===== src/rtl/quad_encoder_decoder_skip_recover_defines.svh =====
// ---------------------------------------------------------------------------
// Quadrature decoder assertion macros
// Concurrent check wrappers; empty bodies when SYNTHESIS is defined.
// ---------------------------------------------------------------------------
`ifndef QUAD_ENCODER_DECODER_SKIP_RECOVER_DEFINES_SVH
`define QUAD_ENCODER_DECODER_SKIP_RECOVER_DEFINES_SVH

`ifndef SYNTHESIS

// same-cycle implication
`define QEDSR_ASSERT_IMP(lbl, clk, rst, ante, cons) \
   lbl: assert property (@(posedge clk) disable iff (rst) (ante) |-> (cons)) \
      else $error("qedsr assertion failed");

// next-cycle implication
`define QEDSR_ASSERT_NXT(lbl, clk, rst, ante, cons) \
   lbl: assert property (@(posedge clk) disable iff (rst) (ante) |=> (cons)) \
      else $error("qedsr assertion failed");

`else

`define QEDSR_ASSERT_IMP(lbl, clk, rst, ante, cons)
`define QEDSR_ASSERT_NXT(lbl, clk, rst, ante, cons)

`endif

`endif


===== src/rtl/qedsr_pkg.sv =====
// ---------------------------------------------------------------------------
// qedsr_pkg
// Shared constants, types and the phase mapping for the quadrature decoder.
// ---------------------------------------------------------------------------
`default_nettype none

package qedsr_pkg;

   localparam int LANE_COUNT  = 4;
   localparam int COUNT_WIDTH = 32;
   localparam int POS_WIDTH   = 32;
   localparam int SKIP_STEP   = 2;

   localparam int IN_FIELD_BITS  = 2 * LANE_COUNT;
   localparam int IN_WIDTH       = ((IN_FIELD_BITS + 7) / 8) * 8;
   localparam int OUT_FIELD_BITS = LANE_COUNT * (POS_WIDTH + 1);
   localparam int OUT_WIDTH      = ((OUT_FIELD_BITS + 7) / 8) * 8;

   localparam logic [COUNT_WIDTH-1:0] COUNT_ONE  = COUNT_WIDTH'(1);
   localparam logic [COUNT_WIDTH-1:0] COUNT_SKIP = COUNT_WIDTH'(SKIP_STEP);

   // phase difference codes
   localparam logic [1:0] STEP_NONE = 2'd0;
   localparam logic [1:0] STEP_FWD  = 2'd1;
   localparam logic [1:0] STEP_SKIP = 2'd2;
   localparam logic [1:0] STEP_BACK = 2'd3;

   typedef struct packed {
      logic [POS_WIDTH-1:0] position;
      logic                 backward;
   } lane_result_type;

   // 00 -> 0, 01 -> 1, 11 -> 2, 10 -> 3 (Gray to binary)
   function automatic logic [1:0] phase_of(input logic [1:0] pattern);
      return {pattern[1], pattern[1] ^ pattern[0]};
   endfunction

   // low bits of the count, zero extended when the count is narrower
   function automatic logic [POS_WIDTH-1:0] to_position(input logic [COUNT_WIDTH-1:0] count);
      return POS_WIDTH'(count);
   endfunction

endpackage

`default_nettype wire


===== src/rtl/quad_encoder_decoder_skip_recover.sv =====
// ---------------------------------------------------------------------------
// quad_encoder_decoder_skip_recover
// Four quadrature decoders (telescope alt/azm, motor alt/azm) with recovery
// of skipped steps; one pin sample in, one set of positions out.
// ---------------------------------------------------------------------------
//
//  channel | dir | handshake                | payload
//  --------+-----+--------------------------+-----------------------------------
//  req     | in  | req_tvalid / req_tready  | 8 pin levels, A/B per lane
//  rsp     | out | rsp_tvalid / rsp_tready  | 4 x 32-bit position, 4 direction
//
//  One item per clock, sustained while the consumer keeps up: each lane is a 2-bit
//  phase subtract and one count add/subtract, computed combinationally on acceptance.
//  Lane state updates on acceptance; results sit in an output register with a
//  one-item skid stage, so req_tready only drops after two stalled results.
//  Reset (synchronous) clears all patterns to 00, directions to forward and
//  counts to zero; the first sample is compared against 00.
//
`default_nettype none

module quad_encoder_decoder_skip_recover (
   input  wire logic                              clock,
   input  wire logic                              reset,
   input  wire logic                              req_tvalid,
   output logic                                   req_tready,
   // [0] tube_alt_a [1] tube_alt_b [2] tube_azm_a [3] tube_azm_b
   // [4] motor_alt_a [5] motor_alt_b [6] motor_azm_a [7] motor_azm_b
   input  wire logic [qedsr_pkg::IN_WIDTH-1:0]    req_tdata,
   output logic                                   rsp_tvalid,
   input  wire logic                              rsp_tready,
   // [31:0] tube_alt_position [63:32] tube_azm_position
   // [95:64] motor_alt_position [127:96] motor_azm_position
   // [128] tube_alt_backward [129] tube_azm_backward
   // [130] motor_alt_backward [131] motor_azm_backward, rest zero
   output logic [qedsr_pkg::OUT_WIDTH-1:0]        rsp_tdata
);

   logic                                                        accept;
   qedsr_pkg::lane_result_type [qedsr_pkg::LANE_COUNT-1:0]      lane_res;

   assign accept = req_tvalid & req_tready;

   // one decoder per A/B pair; A at the even bit, B at the odd bit
   for (genvar g = 0; g < qedsr_pkg::LANE_COUNT; g++) begin : g_lane
      qedsr_lane u_lane (
         .clock  (clock),
         .reset  (reset),
         .accept (accept),
         .pin_a  (req_tdata[2*g]),
         .pin_b  (req_tdata[2*g+1]),
         .result (lane_res[g])
      );
   end

   // gather lane results into one item and hold it for the consumer
   qedsr_merge u_merge (
      .clock     (clock),
      .reset     (reset),
      .push      (accept),
      .lane_res  (lane_res),
      .in_ready  (req_tready),
      .out_valid (rsp_tvalid),
      .out_ready (rsp_tready),
      .out_data  (rsp_tdata)
   );

endmodule

`default_nettype wire


===== src/rtl/qedsr_lane.sv =====
// ---------------------------------------------------------------------------
// qedsr_lane
// One quadrature decoder: pattern, direction and count, with skip recovery.
// ---------------------------------------------------------------------------
`default_nettype none

`include "quad_encoder_decoder_skip_recover_defines.svh"

module qedsr_lane (
   input  wire logic                       clock,
   input  wire logic                       reset,
   input  wire logic                       accept,
   input  wire logic                       pin_a,
   input  wire logic                       pin_b,
   output qedsr_pkg::lane_result_type      result
);

   logic [1:0]                        pattern_ff;
   logic [1:0]                        pattern_in;
   logic                              backward_ff;
   logic                              backward_in;
   logic [qedsr_pkg::COUNT_WIDTH-1:0] count_ff;
   logic [qedsr_pkg::COUNT_WIDTH-1:0] count_in;
   logic [1:0]                        step;

   assign pattern_in = {pin_a, pin_b};
   assign step = qedsr_pkg::phase_of(pattern_in) - qedsr_pkg::phase_of(pattern_ff);

   always_comb begin
      count_in    = count_ff;
      backward_in = backward_ff;
      case (step)
         qedsr_pkg::STEP_FWD: begin
            count_in    = count_ff + qedsr_pkg::COUNT_ONE;
            backward_in = 1'b0;
         end
         qedsr_pkg::STEP_BACK: begin
            count_in    = count_ff - qedsr_pkg::COUNT_ONE;
            backward_in = 1'b1;
         end
         qedsr_pkg::STEP_SKIP: begin
            // both pins moved: trust the remembered direction
            count_in = backward_ff ? count_ff - qedsr_pkg::COUNT_SKIP
                                   : count_ff + qedsr_pkg::COUNT_SKIP;
         end
         default: begin
         end
      endcase
   end

   always_ff @(posedge clock) begin
      if (reset) begin
         pattern_ff  <= 2'b00;
         backward_ff <= 1'b0;
         count_ff    <= '0;
      end else if (accept) begin
         pattern_ff  <= pattern_in;
         backward_ff <= backward_in;
         count_ff    <= count_in;
      end
   end

   assign result.position = qedsr_pkg::to_position(count_in);
   assign result.backward = backward_in;

   // unchanged pins leave the lane alone
   `QEDSR_ASSERT_NXT(a_idle_holds, clock, reset,
      accept && pattern_in == pattern_ff, $stable(count_ff) && $stable(backward_ff))

endmodule

`default_nettype wire


===== src/rtl/qedsr_merge.sv =====
// ---------------------------------------------------------------------------
// qedsr_merge
// Packs the lane results into one item and buffers it (output + skid stage).
// ---------------------------------------------------------------------------
`default_nettype none

`include "quad_encoder_decoder_skip_recover_defines.svh"

module qedsr_merge (
   input  wire logic                                                   clock,
   input  wire logic                                                   reset,
   input  wire logic                                                   push,
   input  wire qedsr_pkg::lane_result_type [qedsr_pkg::LANE_COUNT-1:0] lane_res,
   output logic                                                        in_ready,
   output logic                                                        out_valid,
   input  wire logic                                                   out_ready,
   output logic [qedsr_pkg::OUT_WIDTH-1:0]                             out_data
);

   logic [qedsr_pkg::OUT_WIDTH-1:0] packed_in;
   logic [qedsr_pkg::OUT_WIDTH-1:0] out_data_ff;
   logic [qedsr_pkg::OUT_WIDTH-1:0] skid_data_ff;
   logic                            out_valid_ff;
   logic                            skid_valid_ff;
   logic                            pop;

   // positions in lane order from bit 0, then one direction bit per lane
   always_comb begin
      packed_in = '0;
      for (int i = 0; i < qedsr_pkg::LANE_COUNT; i++) begin
         packed_in[i*qedsr_pkg::POS_WIDTH +: qedsr_pkg::POS_WIDTH] = lane_res[i].position;
         packed_in[qedsr_pkg::LANE_COUNT*qedsr_pkg::POS_WIDTH + i] = lane_res[i].backward;
      end
   end

   assign pop      = out_valid_ff & out_ready;
   assign in_ready = ~skid_valid_ff;

   always_ff @(posedge clock) begin
      if (reset) begin
         out_valid_ff  <= 1'b0;
         skid_valid_ff <= 1'b0;
      end else if (push) begin
         if (!out_valid_ff || pop) begin
            out_valid_ff <= 1'b1;
         end else begin
            skid_valid_ff <= 1'b1;
         end
      end else if (pop) begin
         out_valid_ff  <= skid_valid_ff;
         skid_valid_ff <= 1'b0;
      end
   end

   always_ff @(posedge clock) begin
      if (push) begin
         if (!out_valid_ff || pop) begin
            out_data_ff <= packed_in;
         end else begin
            skid_data_ff <= packed_in;
         end
      end else if (pop) begin
         out_data_ff <= skid_data_ff;
      end
   end

   assign out_valid = out_valid_ff;
   assign out_data  = out_data_ff;

   `QEDSR_ASSERT_IMP(a_skid_behind_out, clock, reset, skid_valid_ff, out_valid_ff)
   `QEDSR_ASSERT_NXT(a_stall_fills_skid, clock, reset,
      push && out_valid_ff && !pop, skid_valid_ff)
   `QEDSR_ASSERT_NXT(a_skid_moves_up, clock, reset,
      pop && skid_valid_ff && !push, out_valid_ff && !skid_valid_ff)

endmodule

`default_nettype wire

===== config.mk =====
export PLATFORM = sky130hd
export DESIGN_NAME = quad_encoder_decoder_skip_recover
export DESIGN_NICKNAME = d
export VERILOG_FILES = /design/src/rtl/qedsr_pkg.sv /design/src/rtl/quad_encoder_decoder_skip_recover.sv /design/src/rtl/qedsr_lane.sv /design/src/rtl/qedsr_merge.sv
export VERILOG_INCLUDE_DIRS = /design/src /design/src/rtl
export SDC_FILE = /design/constraint.sdc
export NUM_CORES = 1
export LEC_CHECK = 0
export ABC_CLOCK_PERIOD_IN_PS = 21200
export BUFFER_PORTS_ARGS = -buffer_cell sky130_fd_sc_hd__buf_2
export CAP_MARGIN = 15
export CORE_ASPECT_RATIO = 0.7
export CORE_UTILIZATION = 50
export CTS_CLUSTER_DIAMETER = 120
export DETAILED_ROUTE_END_ITERATION = 6
export GPL_ROUTABILITY_DRIVEN = 1
export PLACE_DENSITY = 0.64
export SYNTH_ARGS = -nofsm -noshare
export SYNTH_HDL_FRONTEND = slang
export SYNTH_HIERARCHICAL = 1
export SYNTH_SLANG_ARGS = --single-unit

===== constraint.sdc =====
create_clock -name clock -period 21.2 [get_ports clock]
set_clock_uncertainty 0.2 [all_clocks]
set_input_delay 1.06 -clock clock [delete_from_list [all_inputs] [get_ports clock]]
set_output_delay 1.06 -clock clock [all_outputs]
set_load 0.02 [all_outputs]

Yosys cells after proc, flatten, opt, wreduce, memory -nomap -nowiden --
Index checks and enable logic that the tools add are counted.
Word-level totals: register bits after elaboration 410, input bits 12, output and inout bits 138
Cells by class: add/sub/neg operators 20, eq/ne operators 14, muxes and demuxes 21, bitwise operators 12, reductions and logical operators 6
Operator list (number):
- two-way mux 136 bit | 3
- case mux 32 bit (3 select lines) | 4
- adder 32 x 1 -> 32 bit, second input constant | 4
- adder 32 x 2 -> 32 bit, second input constant | 4
- two-way mux 32 bit | 4
- subtractor 32 x 1 -> 32 bit, second input constant | 4
- subtractor 32 x 2 -> 32 bit, second input constant | 4
- equality test 2 bit, second input constant | 8
- equality test 2 x 1 -> 1 bit, second input constant | 4
- case mux 1 bit (2 select lines) | 4
- subtractor 2 bit | 4
- XOR 1 bit | 8
- two-way mux 1 bit | 6
- AND reduction 2 bit | 3
- AND 1 bit | 2
- inequality test 2 x 1 -> 1 bit, second input constant | 1
- inequality test 2 bit, second input constant | 1
- NOT 1 bit | 2
- nonzero test 2 bit | 1
- logical NOT 1 bit | 1
- logical OR 1 bit | 1

Depth between registers and ports, before layout --
Gate-level depths: netlist (run 1).
word-level depth 6, gate-level depth with buffers 20

Cells and area by module --
The synthesis (run 1) kept the hierarchy.
By module, submodules not included:
- qedsr_lane (g_lane[0].u_lane ...) | times used 2, cells each 867, area each 5859.4 µm²
- qedsr_merge | times used 1, cells each 430, area each 9839.4 µm²
- qedsr_lane (g_lane[2].u_lane) | times used 1, cells each 878, area each 6024.5 µm²
- qedsr_lane (g_lane[3].u_lane) | times used 1, cells each 856, area each 5851.9 µm²
- quad_encoder_decoder_skip_recover | times used 1, cells each 1, area each 6.3 µm²

Worst setup path before layout (run 1) --
No wires, ideal clock.
kind input -> register, start input port req_tvalid, end register u_merge.out_data_ff (netlist bit u_merge/out_data[0]) (enable), setup time 0.806 ns, arrival time 11.095 ns, required time 20.194 ns, path slack 9.099 ns, cell stages on the path 6, buffers on the path 3, cells stage by stage and2_1 buf_6 buf_6 buf_6 inv_1 o21ai_0
Between the ends: cells in the longest elaborated chain, start to end 3
Ends and longest elaborated chain:
- from (decl) | RTL line quad_encoder_decoder_skip_recover.sv:24 | input wire logic req_tvalid,
- AND 1 bit * | RTL line quad_encoder_decoder_skip_recover.sv:41 | assign accept = req_tvalid & req_tready;
- inequality test 2 x 1 -> 1 bit (no source line) or nonzero test 2 bit (tied branches)
- AND reduction 2 bit (no source line) *
- to (signal assigned) | RTL line qedsr_merge.sv:58 | out_data_ff <= packed_in;
- to (signal assigned) | RTL line qedsr_merge.sv:63 | out_data_ff <= skid_data_ff;
- to (decl) | RTL line qedsr_merge.sv:21 | logic [qedsr_pkg::OUT_WIDTH-1:0] out_data_ff;
Mark *: on every way between the ends. The rest lies on a longest branch, timed or not. A chain may end at the register's enable or synchronous reset.

==> metrics.csv, run 1 <==
stage,metric,value,unit
routing,firstDrtPassIters,6,
floorplan,die_x,311,um
outcome,status,"complete, no violations",
floorplan,die_y,218,um
synth,syn_inst,3899,
global_route,grt-ovfl-total,0,
finish,drive_above_1_share,13.2,%
synth,async_flop_share,0,%
timing,setup_violations,0,
floorplan,dieArea,67900,sq um
timing,setup-tns-final,0,ps
setup_path,cp_data_arrival_time,7670,ps
worst_hold_path,min_path_type,reg -> reg,
floorplan,coreArea,65500,sq um
synth,synthTopCellsByArea,"edfxtp_1 24%, dfxtp_1 8.5%, ha_1 4.9%",
synth,synth_top_area_share,23.7,%
setup_path,crit_family,simple AND/OR/NAND/NOR gates,
floorplan,io_pins,150,
cts,post_cts_buffers,0,
synth,yosys_warnings,6,
synth,yosysTopAreaCell,edfxtp_1,
global_route,grt_pass1_vias,27160,
setup_path,start_kind,primary input,
synth,synth-edff-count,264,
cts,tritoncts,built,
global_route,grt_pass1_wl,161000,um
power_and_ir_drop,p_total,0.00367,W
synth,muxShareOfSynthArea,7.30,%
timing,finalCritPeriodShare,35.5,%
routing,via_per_inst,6.56,
synth,syn_area_per_cell,8.58,sq um
synth,synthAdderAreaFrac,5.18,%
power_and_ir_drop,leakage,13.9,nW
finish,fillCellCount,6035,
timing,hold_viol_final,0,
global_route,grt_max_degree,127,
setup_path,path_max_fanout,28,
placed_design,gp_congestion,0.964,
synth,synth_compound_area_share,25.0,%
routing,routed_wl,102000,um
cts,cts-resized-gates,0,
cts,numCtsBuffers,43,
timing,fmax,133,MHz
power_and_ir_drop,p_per_area,103,nW/um^2
routing,drt_iter0_drc,3490,
setup_path,required,21360,ps
timing,holdWs,300,ps
routing,num_vias,30980,
power_and_ir_drop,vdd_drop_max,67.7,uV
setup_path,slowest_stage,nand2_1,
cts,postCtsHoldBufs,0,
cts,clock-sinks,406,
timing,rsz0062_at_grt,false,
finish,antennaDiodeCount,0,
cts,cts.root.buffer_cell,clkbuf_16,
job,cap_violations,0,
setup_path,path_cells,buf_2 > xnor2_1 > ha_2 > clkinv_1 > nand2_1 > clkinv_1 > xnor2_1 > ha_1 > nand4_1 > or4_1 > nor3_1 > o21ai_0 > a221oi_1 > xor2_1 > o21ai_0 > nand2_1 > mux2_2,
floorplan,std_cell_rows,78,
setup_path,critPathBufInv,3,
cts,h-tree-depth,2,
synth,synth.cell_area,33400,sq um
floorplan,start_util,51.1,%
cts,clockBufferDepth,3,
routing,drc_errors,0,
synth,yosysSeqAreaShare,32.2,%
timing,tightest_slew,1170,ps
synth,synth-xor-area-share,5.07,%
placed_design,dp.final_hpwl,69600,um
setup_path,worst_path_largest_cell_delay,1030,ps
setup_path,end_kind,register,
routing,route.antenna.remaining_nets,0,
synth,synth-main-ff-cell,edfxtp_1,
timing,final.min_clock_period,7520,ps
timing,drv_slew,0,
routing,avgRoutedWirePerCell,21.6,um
cts,clk_latency,610,ps
global_route,grt.total_usage,29.3,%
setup_path,worstSetupPathType,in -> reg,
placed_design,io_buffers,145,
global_route,antenna_found_initial,1,
finish,nets,3961,
cts,clkTransAtPathRegs,60,ps
finish,syn_to_final_growth,7.02,%
synth,yosys.cell_types.count,117,
synth,ys_ff_latch,406,
timing,max-slew-margin-rel,21.1,%
synth,synthSimpleGateAreaFrac,20.2,%
synth,synth_top_family_by_area,compound AO/OA/AOI/OAI gates,
[cells in the mapped netlist, types with 23 or more instances]
| master | n |
|---|---|
| ha_1 | 132 |
| clkbuf_1 | 243 |
| mux2_2 | 91 |
| nor2_1 | 370 |
| buf_1 | 32 |
| and3_1 | 50 |
| a31oi_1 | 51 |
| inv_1 | 75 |
| o21a_1 | 51 |
| edfxtp_1 | 264 |
| a21oi_1 | 256 |
| o21ai_0 | 198 |
| dfxtp_1 | 142 |
| and2_1 | 24 |
| xnor2_1 | 121 |
| nor3_1 | 142 |
| a311oi_1 | 23 |
| nor4_1 | 67 |
| buf_2 | 28 |
| nand3_1 | 120 |
| or3_1 | 50 |
| o22ai_1 | 28 |
| a211oi_1 | 70 |
| o211ai_1 | 57 |
| nand4_1 | 56 |
| xor2_1 | 47 |
| a21o_1 | 90 |
| nand2_1 | 327 |
| o32ai_1 | 40 |
| or4_1 | 38 |
| mux2_4 | 47 |
| mux2i_1 | 71 |
[path summary, 6_finish.rpt]
kind              cells after the start                     to                      startpoint  slack, ps
setup / recovery                     17   u_merge/out_data[62]                    req_tdata[2]      13680
hold / removal                        2  u_merge/skid_valid_ff           u_merge/skid_valid_ff        300
setup reg to reg                     16   u_merge/out_data[62]  g_lane[1].u_lane/pattern_ff[1]      13890
hold reg to reg                       2  u_merge/skid_valid_ff           u_merge/skid_valid_ff        300
[routing by layer]
metal | track usage, % | wire length, um
met3 | 6.96 | 11100
met4 | 5.99 | 1620
met1 | 47.6 | 50700
met5 | 0 | 0
met2 | 37.8 | 38800
[stage by stage]
stage | setup WS (ps) | util, % | cell area [sq um] | instances
finish | 13680 | 54.6 | 35800 | 4726
global route | 13160 | 54.6 | 35800 | 4726
CTS | 13830 | 54.6 | 35800 | 4726
detailed placement | 13180 | 52.4 | 34300 | 4648
global placement | 13390 | 52.4 | 34300 | 4648
floorplan | 9100 | - | 33500 | 3902
[cell usage in the layout, fill, tap and decap left out, types with 22 or more instances in the layout]
| master | netlist | layout |
|---|---|---|
| a311oi_1 | 23 | 23 |
| mux2_4 | 47 | 47 |
| buf_4 | 11 | 45 |
| o21a_1 | 51 | 51 |
| nor2_1 | 370 | 368 |
| nor4_1 | 67 | 67 |
| o21ai_0 | 198 | 197 |
| nand4_1 | 56 | 56 |
| mux2_2 | 91 | 91 |
| mux2i_1 | 71 | 71 |
| and3_1 | 50 | 50 |
| o32ai_1 | 40 | 40 |
| clkbuf_16 | 0 | 46 |
| inv_1 | 75 | 75 |
| nor3_1 | 142 | 142 |
| a21oi_1 | 256 | 256 |
| nand2_1 | 327 | 327 |
| or3_1 | 50 | 50 |
| o22ai_1 | 28 | 28 |
| xnor2_1 | 121 | 121 |
| and2_1 | 24 | 22 |
| ha_1 | 132 | 128 |
| a31oi_1 | 51 | 51 |
| a21o_1 | 90 | 90 |
| or4_1 | 38 | 38 |
| nand3_1 | 120 | 120 |
| a211oi_1 | 70 | 70 |
| xor2_1 | 47 | 47 |
| buf_2 | 28 | 144 |
| dfxtp_1 | 142 | 142 |
| o211ai_1 | 57 | 57 |
| edfxtp_1 | 264 | 264 |
[worst register-to-register path: cells and delay by family, from the launching register on]
kind	cells	cell delay, ps
xor gates and xnor gates	3	660
DFF	1	340
buffers and inverters	2	1480
and+or+nand+nor	5	2360
muxes	1	270
AOI/OAI and AO/OA	3	1000
adders and majority gates	2	760
[sequential cells by signal, indices dropped and copies added (netlist names)]
register,count
u_merge/out_data,132
u_merge/skid_data_ff,132
g_lane.u_lane/count_ff,128
g_lane.u_lane/pattern_ff,8
g_lane.u_lane/backward_ff,4
u_merge/out_valid,1
u_merge/skid_valid_ff,1
[final cells by class]
type / count / area (sq um) / area share, %
Clock buffer: 55 / 1190 / 3.34
Clock inverter: 23 / 284 / 0.794
Inverter: 87 / 327 / 0.913
Multi-Input combinational cell: 3084 / 21000 / 58.7
Sequential cell: 406 / 10800 / 30.1
Tap cell: 880 / 1100 / 3.08
Timing Repair Buffer: 191 / 1090 / 3.05
[report_power, final]
group,internal [W],switching (W),total [W]
sequential,0.00101,0.000178,0.00119
clock,0.000473,0.000346,0.000819
combinational,0.000624,0.00104,0.00167
[cell families (layout without fill, tap and decap cells)]
| kind of cell | Yosys count | in the layout |
|---|---|---|
| and+or+nand+nor | 1373 | 1373 |
| AOI/OAI and AO/OA | 1184 | 1184 |
| buffers and inverters | 412 | 356 |
| DFF | 406 | 406 |
| muxes | 209 | 209 |
| xor gates and xnor gates | 178 | 178 |
| adders and majority gates | 136 | 136 |
| other | 1 | 4 |
(Power assumes the default switching activity.)
==> run 2: changes to the inputs <==
--- a/config.mk
+++ b/config.mk
@@ -6,7 +6,7 @@
 export SDC_FILE = /design/constraint.sdc
 export NUM_CORES = 1
 export LEC_CHECK = 0
-export ABC_CLOCK_PERIOD_IN_PS = 21200
+export ABC_CLOCK_PERIOD_IN_PS = 7700
 export BUFFER_PORTS_ARGS = -buffer_cell sky130_fd_sc_hd__buf_2
 export CAP_MARGIN = 15
 export CORE_ASPECT_RATIO = 0.7
==> constraint.sdc (replaced) <==
create_clock -name clock -period 7.7 [get_ports clock]
set_clock_uncertainty 0.2 [all_clocks]
set_input_delay 0.385 -clock clock [delete_from_list [all_inputs] [get_ports clock]]
set_output_delay 0.385 -clock clock [all_outputs]
set_load 0.02 [all_outputs]
==> run 2 against run 1 <==
Critical path depth up 3; die area unchanged; first-iteration DRC count increased by 6.0%; highest routed layer unchanged.
==> metrics.csv, run 2 (same netlist as run 1, synthesis figures left out) <==
stage,metric,value,unit
power_and_ir_drop,clkPwrFrac,22.2,%
routing,num_vias,31039,
setup_path,rrSetupSlack,2140,ps
timing,finalCritPeriodShare,74.0,%
timing,max-slew-margin-rel,23.0,%
power_and_ir_drop,power.share.sequential,32.2,%
placed_design,dp.final_hpwl,69500,um
cts,clock-sinks,406,
worst_hold_path,min_path_type,in -> reg,
finish,syn_to_final_growth,7.48,%
routing,avgRoutedWirePerCell,21.5,um
floorplan,dieArea,67900,sq um
finish,fillCellCount,6036,
finish,nets,3979,
timing,drv_slew,0,
floorplan,io_pins,150,
setup_path,worstSetupPathType,in -> reg,
outcome,status,"complete, no violations",
routing,drc_errors,0,
global_route,grt.total_usage,29.3,%
global_route,grt-ovfl-total,0,
job,cap_violations,0,
timing,rsz0062_at_grt,false,
setup_path,end_kind,register,
timing,setup_violations,0,
setup_path,cp_data_arrival_time,5850,ps
floorplan,coreArea,65500,sq um
floorplan,die_x,311,um
cts,clockBufferDepth,3,
global_route,grt_pass1_wl,161000,um
finish,layout_commonest_cell,nor2_1,
floorplan,start_util,51.1,%
power_and_ir_drop,p_per_area,282,nW/um^2
floorplan,die_y,218,um
global_route,grt_max_degree,114,
power_and_ir_drop,swShare,42.8,%
cts,tritoncts,built,
timing,hold_viol_final,0,
cts,clkTransAtPathRegs,60,ps
finish,mostFrequentLayoutCells,"368 x nor2_1, 327 x nand2_1, 264 x edfxtp_1",
setup_path,required,7850,ps
timing,fmax,175,MHz
setup_path,start_kind,primary input,
timing,tightest_slew,1140,ps
routing,via_per_inst,6.54,
placed_design,gp_congestion,0.963,
cts,numCtsBuffers,44,
global_route,antenna_found_initial,1,
timing,setup-tns-final,0,ps
cts,clk_latency,610,ps
power_and_ir_drop,p_total,0.0101,W
routing,drt_iter0_drc,3701,
finish,final_area,35900,sq um
setup_path,path_max_fanout,35,
power_and_ir_drop,vdd_drop_max,159,uV
cts,h-tree-depth,2,
placed_design,io_buffers,145,
power_and_ir_drop,p_sw,0.00433,W
power_and_ir_drop,internal_power,0.00579,W
floorplan,std_cell_rows,78,
routing,route.antenna.remaining_nets,0,
placed_design,dpl_cell_area,34400,sq um
power_and_ir_drop,comb_power_share,45.6,%
routing,routed_wl,102000,um
timing,final.min_clock_period,5700,ps
routing,firstDrtPassIters,6,
cts,cts.root.buffer_cell,clkbuf_16,
finish,drive_above_1_share,13.4,%
global_route,grt_pass1_vias,27461,
power_and_ir_drop,leakage,14.0,nW
## run 2: layer usage
metal | global-route usage [%] | wire length [um] | vias to the layer above | share of wire (%)
met4 | 6.54 | 1840 | 0 | 1.8
li1 | - | - | 14765 | -
met1 | 48.0 | 50700 | 14621 | 50
met3 | 5.50 | 11200 | 133 | 11
met2 | 38.0 | 38500 | 1520 | 38
met5 | 0 | 0 | - | 0
## run 2: cell type report
| type | instances | area [sq um] | share of cell area [%] |
|---|---|---|---|
| clock buffer | 58 | 1210 | 3.38 |
| sequential | 406 | 10800 | 30.0 |
| clock inverter | 21 | 262 | 0.728 |
| antenna | 1 | 2.50 | 0.00696 |
| inverter | 87 | 327 | 0.909 |
| timing repair buffer | 208 | 1240 | 3.46 |
| tap | 880 | 1100 | 3.06 |
| multi-input combinational | 3084 | 21000 | 58.5 |
## run 2: metrics by stage
| stage | hold slack, ps | setup slack [ps] | std cells | utilization [%] |
|---|---|---|---|---|
| global placement | 299 | 2210 | 4654 | 52.5 |
| detailed placement | 304 | 2050 | 4654 | 52.5 |
| floorplan | 250 | 2250 | 3902 | - |
| CTS | 163 | 2140 | 4744 | 54.9 |
| finish | 217 | 2000 | 4745 | 54.9 |
| global route | 217 | 1630 | 4744 | 54.9 |
## run 2: timing repair
| item | 4_1_cts | 5_1_grt |
|---|---|---|
| hold buffers | 11 | 0 |
| endpoints found under the hold margin | 16 | 0 |
| setup endpoints to repair | 0 | 0 |
| gates resized for setup | 0 | 0 |
| buffers inserted | 0 | 0 |
## run 2: worst max-delay path, cell delays in order
cell           delay, ps
dlygate4sd3_1        560
buf_2                170
xnor2_1              170
ha_2                 300
clkinv_1              50
buf_4                330
nand2_4              340
inv_2                500
xnor2_1              140
ha_1                 330
nor4_2               480
a2111oi_4            180
o22ai_2              510
a31oi_1              180
o21ai_1              410
xnor2_1              200
nor2_1                60
a21oi_1              130
o211ai_1             110
mux2_4               290
## run 2: power groups by stage
stage,Clock (W),Combinational [W],Sequential [W]
finish,0.00224,0.00462,0.00326
global route,0.00236,0.00504,0.00330
floorplan,0,0.00346,0.00315
detailed placement,0,0.00450,0.00328
global placement,0,0.00448,0.00328
CTS,0.00229,0.00453,0.00324
## run 2: final timing paths
path	startpoint	endpoint	depth (start not counted)
worst min register to register	u_merge/skid_valid_ff	u_merge/skid_valid_ff	2
worst max-delay path	req_tdata[4]	u_merge/out_data[82]	20
worst max register to register	g_lane[2].u_lane/pattern_ff[1]	u_merge/out_data[82]	18
worst min-delay path	req_tvalid	u_merge/out_valid	4
